**src/design/mrrs_ram.sv**
```systemverilog
module mrrs_ram #(
   parameter int WIDTH = 8,
   parameter int DEPTH = 16
) (
   input  logic                     clock,
   input  logic                     wr_en,
   input  logic [$clog2(DEPTH)-1:0] wr_addr,
   input  logic [WIDTH-1:0]         wr_data,
   input  logic [$clog2(DEPTH)-1:0] rd_addr,
   output logic [WIDTH-1:0]         rd_data
);

   logic [WIDTH-1:0] mem_ff [DEPTH];

   always_ff @(posedge clock) begin
      if (wr_en) begin
         mem_ff[wr_addr] <= wr_data;
      end
      rd_data <= mem_ff[rd_addr];
   end

endmodule

```
**config.mk**
```make
export PLATFORM = sky130hd
export DESIGN_NAME = mrrs_ram
export DESIGN_NICKNAME = d
export VERILOG_FILES = /design/src/design/mrrs_ram.sv
export SDC_FILE = /design/constraint.sdc
export NUM_CORES = 1
export LEC_CHECK = 0
export BUFFER_PORTS_ARGS = -buffer_cell sky130_fd_sc_hd__buf_2
export CAP_MARGIN = 20
export CORE_ASPECT_RATIO = 0.7
export CORE_MARGIN = 2
export CORE_UTILIZATION = 35
export DETAILED_ROUTE_END_ITERATION = 8
export MAX_ROUTING_LAYER = met4
export PLACE_DENSITY = 0.47
export SYNTH_ARGS = -nofsm -noshare
export SYNTH_HDL_FRONTEND = slang
export SYNTH_SLANG_ARGS = --single-unit
```
**constraint.sdc**
```tcl
create_clock -name clock -period 2.62 [get_ports clock]
set_input_delay 0.524 -clock clock [delete_from_list [all_inputs] [get_ports clock]]
set_output_delay 0.524 -clock clock [all_outputs]
set_load 0.01 [all_outputs]
```
==> run_results.csv, run 1 <==
group,metric,value,unit
power_and_ir_drop,pwr-share-comb,0.046,
worst_hold_path,min_path_cells,1,
logic_synthesis,synth_compound_area_frac,0.0233,
global_routing,grt_pass1_wl,16500,µm
place,port_buffers,25,
clocking,postCtsSetupRepairBufs,0,
routing,first_pass_iters,6,
logic_synthesis,ys.warnings.count,0,
cells_and_area,fill_cells,1280,
setup_path,crit_path_end_kind,"register",
cells_and_area,stdcell_count,494,
setup_path,crit_path_start_kind,"primary input",
power_and_ir_drop,clkPwrFrac,0.475,
floorplanning,row_count,37,
setup_path,crit_type,"in2reg",
setup_path,required,2.91,ns
global_routing,grt_max_degree,33,
setup_path,r2r_cells,3,
setup_path,crit_fanout,32,
logic_synthesis,ys_seq_area_frac,0.778,
place,dpl.hpwl,7290,µm
setup_path,crit_slowest_cell,"mux4_1",
logic_synthesis,syn_nets,247,
sta,fin_tns_setup,0,ns
logic_synthesis,synth.distinct_cells,19,
floorplanning,dieHeight,105,µm
logic_synthesis,yosys-mux-area-fraction,0.150,
floorplanning,ios,26,
clocking,cts_sinks,136,
clocking,cts_root_buffer,"clkbuf_16",
logic_synthesis,synth_xor_area_frac,0,
setup_path,path_cells,"buf_2 -> buf_12 -> mux4_1 -> a22oi_1 -> nand2_1",
routing,wl,11200,µm
setup_path,regToRegSetupSlack,1.22,ns
clocking,cts_tree,"yes",
clocking,htreeDepth,4,
logic_synthesis,syn_area,5150,µm²
clocking,cts.hold.buffers_added,0,
cells_and_area,mostFrequentLayoutCell,"edfxtp_1",
worst_hold_path,hp-start,"wr_data[1]",
logic_synthesis,syn_avg_cell_area,22.5,µm²
setup_path,crit_arrival,1.91,ns
place,pre_cts_ws,0.525,ns
sta,finalSetupViolCount,0,
setup_path,timing.rr.start,"mem_ff[4][2]",
sta,relSlewSlack,0.699,
worst_hold_path,min_path_type,"in2reg",
cells_and_area,final_cell_mix,"128 x edfxtp_1, 25 x buf_2, 19 x buf_4, 18 x mux4_2, 17 x clkbuf_16",
setup_path,max_stage_delay,0.69,ns
logic_synthesis,ys_seq_elements,136,
power_and_ir_drop,swShare,0.199,
routing,wl_per_cell,22.7,µm
place,place.gp.congestion,0.734,
logic_synthesis,synth_simple_gate_area_frac,0.0318,
global_routing,grtUsageTotal,0.157,
logic_synthesis,synth_fa_ha_area_frac,0,
power_and_ir_drop,power_report.internal_total,4100,µW
routing,ant_nets,0,
sta,finalCriticalPeriod,1.63,ns
cells_and_area,fin_util,0.429,
power_and_ir_drop,p_per_area,822,nW/µm²
cells_and_area,drive_above_1_share,0.320,
sta,fin_crit_sh,0.621,
sta,tightest_slew,0.451,ns
global_routing,grt_overflow,0,
clocking,cts_resized,0,
sta,max_clock_freq,615,MHz
routing,dr.first_iter.drc_count,232,
power_and_ir_drop,pwr-share-seq,0.478,
floorplanning,dieArea,15700,µm²
floorplanning,die_w,149,µm
power_and_ir_drop,p_sw,1020,µW
outcome,status,"complete, no violations",
global_routing,antenna_found_initial,2,
floorplanning,initial_core_util,0.354,
routing,drc,0,
sta,finalWorstSetupSlack,0.994,ns
place,placed_cells,460,
sta,drv_slew,0,
cells_and_area,final_nets,302,
sta,rsz0062_at_grt,"no",
clocking,cts_buffer_depth,2,
setup_path,rr_endpoint,"rd_data[2]",
run,maxCapViolations,0,
power_and_ir_drop,leakagePower,0.00211,µW
sta,fin_skew,0.0111,ns
routing,vias,2441,
clocking,numCtsBuffers,17,
power_and_ir_drop,peakVddDrop,0.395,mV
logic_synthesis,synth_top_family_by_area,"multiplexers",
worst_hold_path,holdPathEnd,"mem_ff[7][1]",
floorplanning,coreArea,14500,µm²
logic_synthesis,synth_cells,229,
cells_and_area,fin_area,6230,µm²
routing,drt-vias-per-instance,4.94,
clocking,clkLatencyLatePin,0.41,ns
cells_and_area,area_growth,21.1,%
place,post_dp_cell_area,5610,µm²
sta,hold_violations,0,
clocking,clk_pin_slew,0.06,ns
global_routing,grt_pass1_vias,2460,
worst max path at each step:
stage / start / end / slack, ns / depth (start not counted)
5_1_grt: rd_addr[0] / rd_data[2] / 0.92 / 5
2_1_floorplan: wr_addr[2] / mem_ff[0][0] / 0.60 / 2
6_report: rd_addr[0] / rd_data[2] / 0.99 / 5
4_1_cts: rd_addr[0] / rd_data[2] / 0.95 / 5
3_3_place_gp: rd_addr[0] / rd_data[2] / 0.54 / 5
3_5_place_dp: rd_addr[0] / rd_data[2] / 0.53 / 5
worst max-delay path: cells and delay by family:
kind	cells	cell delay [ns]
multiplexers	1	0.69
buffers and inverters	2	0.36
AO/OA/AOI/OAI	1	0.24
AND/OR/NAND/NOR	1	0.09
metal layers:
metal	global-route usage	vias to the layer above	routed length, µm
li1	-	1090	-
met1	0.238	1299	5800
met2	0.210	44	4850
met3	0.0385	8	507
met4	0.0469	0	75
met5	-	-	0
layout make-up:
class | instances | area [µm²] | area share
clock buffers | 21 | 470 | 0.0755
multi-input cells | 83 | 1060 | 0.170
diodes | 2 | 5.00 | 0.000803
flip-flops and latches | 136 | 4000 | 0.642
well taps | 195 | 244 | 0.0391
clock inverters | 11 | 145 | 0.0233
repair buffers | 46 | 308 | 0.0494
power groups by stage:
stage / Sequential (µW) / Combinational (µW) / Clock (µW)
2_1_floorplan: 2490 / 123 / 0
5_1_grt: 2450 / 261 / 2560
4_1_cts: 2450 / 244 / 2470
3_3_place_gp: 2500 / 241 / 0
3_5_place_dp: 2500 / 243 / 0
6_report: 2450 / 238 / 2430
per-stage QoR:
| stage | hold WS (ns) | total power (µW) |
|---|---|---|
| finish | 0.516 | 5120 |
| global route | 0.515 | 5270 |
| CTS | 0.497 | 5160 |
| detailed placement | 0.650 | 2740 |
| global placement | 0.656 | 2740 |
| floorplan | 0.623 | 2620 |
logic make-up after synthesis:
| kind of cell | Yosys count |
|---|---|
| compound gates | 16 |
| buf+inv | 10 |
| simple gates | 35 |
| flops | 136 |
| mux | 32 |
cell usage after synthesis:
cell type | n | area (µm²)
nor3_1 | 4 | 20.0
buf_2 | 3 | 15.0
and2b_1 | 1 | 7.51
dfxtp_1 | 8 | 160
clkdlybuf4s25_2 | 3 | 30.0
or3b_2 | 1 | 8.76
nand3b_1 | 2 | 15.0
mux4_1 | 14 | 368
nand3_1 | 1 | 5.00
buf_4 | 1 | 7.51
nand2b_1 | 2 | 12.5
buf_6 | 3 | 33.8
edfxtp_1 | 128 | 3840
nor2_1 | 13 | 48.8
nor2b_1 | 1 | 6.26
and2_1 | 1 | 6.26
nand2_1 | 9 | 33.8
mux4_2 | 18 | 405
a22oi_1 | 16 | 120
sequential cells by signal, summed over array words and instances (netlist names):
signal and count:
mem_ff 128, rd_data 8
Note: power is estimated with default switching activity, not from simulation.
==> inputs of run 2 (changes only) <==
--- a/config.mk
+++ b/config.mk
@@ -5,6 +5,7 @@
 export SDC_FILE = /design/constraint.sdc
 export NUM_CORES = 1
 export LEC_CHECK = 0
+export ABC_AREA = 1
 export BUFFER_PORTS_ARGS = -buffer_cell sky130_fd_sc_hd__buf_2
 export CAP_MARGIN = 20
 export CORE_ASPECT_RATIO = 0.7
@@ -12,7 +13,7 @@
 export CORE_UTILIZATION = 35
 export DETAILED_ROUTE_END_ITERATION = 8
 export MAX_ROUTING_LAYER = met4
-export PLACE_DENSITY = 0.47
+export PLACE_DENSITY = 0.49
 export SYNTH_ARGS = -nofsm -noshare
 export SYNTH_HDL_FRONTEND = slang
 export SYNTH_SLANG_ARGS = --single-unit
==> constraint.sdc (replaced) <==
create_clock -name clock -period 1.36 [get_ports clock]
set_input_delay 0.272 -clock clock [delete_from_list [all_inputs] [get_ports clock]]
set_output_delay 0.272 -clock clock [all_outputs]
set_load 0.01 [all_outputs]
==> run 2 against run 1 <==
Area after synthesis up 12%. Design area increased by 12%. Critical path depth decreased by 4. Combinational power increased to 2.7 times the previous value. Worst setup slack lost 0.87 ns. Critical path type is now reg2out.
==> run_results.csv, run 2 <==
group,metric,value,unit
setup_path,cp.depth,1,
routing,drc,0,
logic_synthesis,synth_cells,551,
logic_synthesis,synth_top_family_by_area,"simple AND/OR/NAND/NOR gates",
clocking,clk_pin_slew,0.06,ns
global_routing,grtUsageTotal,0.173,
clocking,cts_sinks,136,
setup_path,cp_num_buf_inv,1,
power_and_ir_drop,leakagePower,0.00300,µW
cells_and_area,final_nets,623,
global_routing,grt_max_degree,48,
logic_synthesis,synth_top_area_share,0.667,
floorplanning,ios,26,
clocking,cts_tree,"yes",
logic_synthesis,synth_xor_area_frac,0,
global_routing,antenna_found_initial,0,
global_routing,grt_overflow,0,
setup_path,crit_path_start_kind,"register",
logic_synthesis,yosys-mux-area-fraction,0,
sta,rsz0062_at_grt,"no",
sta,max_clock_freq,812,MHz
floorplanning,coreArea,16200,µm²
logic_synthesis,synth_edf_count,128,
logic_synthesis,ys_seq_area_frac,0.694,
sta,relSlewSlack,0.723,
setup_path,cp_top_family,"flip-flops",
place,place.gp.congestion,0.814,
cells_and_area,drive_above_1_share,0.144,
routing,drt-vias-per-instance,4.63,
power_and_ir_drop,peakVddDrop,0.720,mV
sta,finalCriticalPeriod,1.23,ns
setup_path,path_cells,"buf_2",
setup_path,crit_arrival,0.96,ns
setup_path,crit_path_end_kind,"output pin",
floorplanning,die_w,157,µm
logic_synthesis,synth_fa_ha_area_frac,0,
clocking,numCtsBuffers,17,
floorplanning,dieArea,17500,µm²
power_and_ir_drop,p_per_area,1460,nW/µm²
clocking,htreeDepth,4,
cells_and_area,top_regs,"mem_ff: 128 flops, rd_data: 8 flops",
worst_hold_path,min_path_type,"in2reg",
clocking,cts_buffer_depth,2,
global_routing,grt_pass1_wl,21300,µm
clocking,cts_root_buffer,"clkbuf_16",
setup_path,crit_fanout,1,
logic_synthesis,syn_avg_cell_area,10.5,µm²
logic_synthesis,syn_area,5770,µm²
sta,hold_violations,0,
run,maxCapViolations,0,
outcome,status,"complete, no violations",
setup_path,max_stage_delay,0.39,ns
sta,tightest_slew,0.416,ns
routing,dr.first_iter.drc_count,364,
place,port_buffers,25,
place,placed_cells,811,
setup_path,regToRegSetupSlack,0.30,ns
routing,first_pass_iters,5,
logic_synthesis,synth_compound_area_frac,0,
clocking,cts_resized,0,
clocking,cts.hold.buffers_added,0,
setup_path,crit_type,"reg2out",
setup_path,required,1.09,ns
place,dpl.hpwl,9120,µm
setup_path,worstSetupStartpoint,"rd_data[4]",
routing,vias,3902,
setup_path,rr_endpoint,"rd_data[0]",
sta,fin_skew,0.0110,ns
global_routing,grt_pass1_vias,3493,
setup_path,timing.rr.start,"mem_ff[1][0]",
cells_and_area,fill_cells,1576,
floorplanning,initial_core_util,0.356,
clocking,clkLatencyLatePin,0.41,ns
logic_synthesis,ys.warnings.count,0,
cells_and_area,final_cell_mix,"173 x nand2_1, 128 x edfxtp_1, 100 x inv_1, 97 x nand3_1, 27 x buf_4",
clocking,postCtsSetupRepairBufs,0,
logic_synthesis,syn_nets,569,
logic_synthesis,synth_area_leaders,"edfxtp_1 67%, nand2_1 11%, nand3_1 8.4%",
setup_path,crit_slowest_cell,"dfxtp_1",
cells_and_area,mostFrequentLayoutCell,"nand2_1",
cells_and_area,stdcell_count,843,
setup_path,r2r_cells,6,
setup_path,setup.worst_path.end,"rd_data[4]",
logic_synthesis,async_flop_share,0,
cells_and_area,top_register,"mem_ff",
logic_synthesis,ys_seq_elements,136,
sta,drv_slew,0,
logic_synthesis,yosys.cell_count.top_type,"nand2_1",
logic_synthesis,synth_commonest_cells,"173 x nand2_1, 128 x edfxtp_1, 100 x inv_1",
sta,finalSetupViolCount,0,
cells_and_area,area_growth,20.7,%
logic_synthesis,synth_largest_area_cell,"edfxtp_1",
floorplanning,dieHeight,111,µm
routing,wl_per_cell,16.8,µm
routing,wl,14100,µm
logic_synthesis,synth_simple_gate_area_frac,0.210,
sta,fin_crit_sh,0.905,
sta,holdWs,0.139,ns
logic_synthesis,ys.flop_type,"edfxtp_1",
cells_and_area,n_antenna_cell,0,
floorplanning,row_count,39,
cells_and_area,largest_reg_flops,128,
logic_synthesis,synth.distinct_cells,12,
routing,ant_nets,0,
run 2: changes by cell type after synthesis, moves of 3 or more:
cell and change:
mux4_1 -14, inv_1 +100, nand2_1 +164, clkdlybuf4s25_2 -3, buf_4 +3, mux4_2 -18, a22oi_1 -16, nor3_1 -4
buf_2 +10, buf_6 +3, nor2_1 +4, nand3_1 +96
run 2: area by class of cell:
type	instances	area (µm²)	share of cell area
flip-flops and latches	136	4000	0.575
multi-input cells	289	1210	0.174
repair buffers	59	468	0.0672
clock buffers	20	437	0.0627
inverters	102	383	0.0550
well taps	225	282	0.0404
clock inverters	12	176	0.0253
run 2: stage by stage:
stage,area [µm²],total power (µW),setup TNS [ns],setup slack [ns],util
final,6960,10100,0,0.129,0.430
after global routing,6960,10500,0,0.111,0.430
after CTS,6960,10200,0,0.122,0.430
after detailed placement,6350,5460,-0.305,-0.0959,0.392
after global placement,6350,5450,-0.222,-0.101,0.392
after floorplan,5770,5140,0,0.137,-
run 2: worst min-delay path: stages:
cell and delay, ns:
buf_2 0.12, nand3_1 0.08, nand2_1 0.05
run 2: report_power, final:
| group | leakage, µW | total [µW] | switching [µW] | internal [µW] |
|---|---|---|---|---|
| clock | 0.000284 | 4770 | 1700 | 3060 |
| sequential | 0.00122 | 4720 | 34.2 | 4690 |
| combinational | 0.00150 | 648 | 434 | 214 |
run 2: worst min-delay path by stage:
| stage | startpoint | endpoint | slack [ns] | cells after the start |
|---|---|---|---|---|
| 2_1_floorplan | wr_data[0] | mem_ff[0][0] | 0.37 | 0 |
| 3_3_place_gp | rd_addr[3] | rd_data[7] | 0.58 | 3 |
| 3_5_place_dp | rd_addr[3] | rd_data[0] | 0.56 | 3 |
| 4_1_cts | rd_addr[3] | rd_data[0] | 0.13 | 3 |
| 5_1_grt | rd_addr[3] | rd_data[7] | 0.15 | 3 |
| 6_report | rd_addr[3] | rd_data[0] | 0.14 | 3 |
run 2: logic make-up (layout without fill, tap and decap cells):
group	count (synthesis)	in the layout
buffers and inverters	126	193
DFF	136	136
and+or+nand+nor	289	289
run 2: routing by layer:
layer  part of all wire  GRT usage
met1               0.53      0.278
met3              0.062     0.0428
met2               0.41      0.215
met4             0.0050     0.0382
met5                  0          -
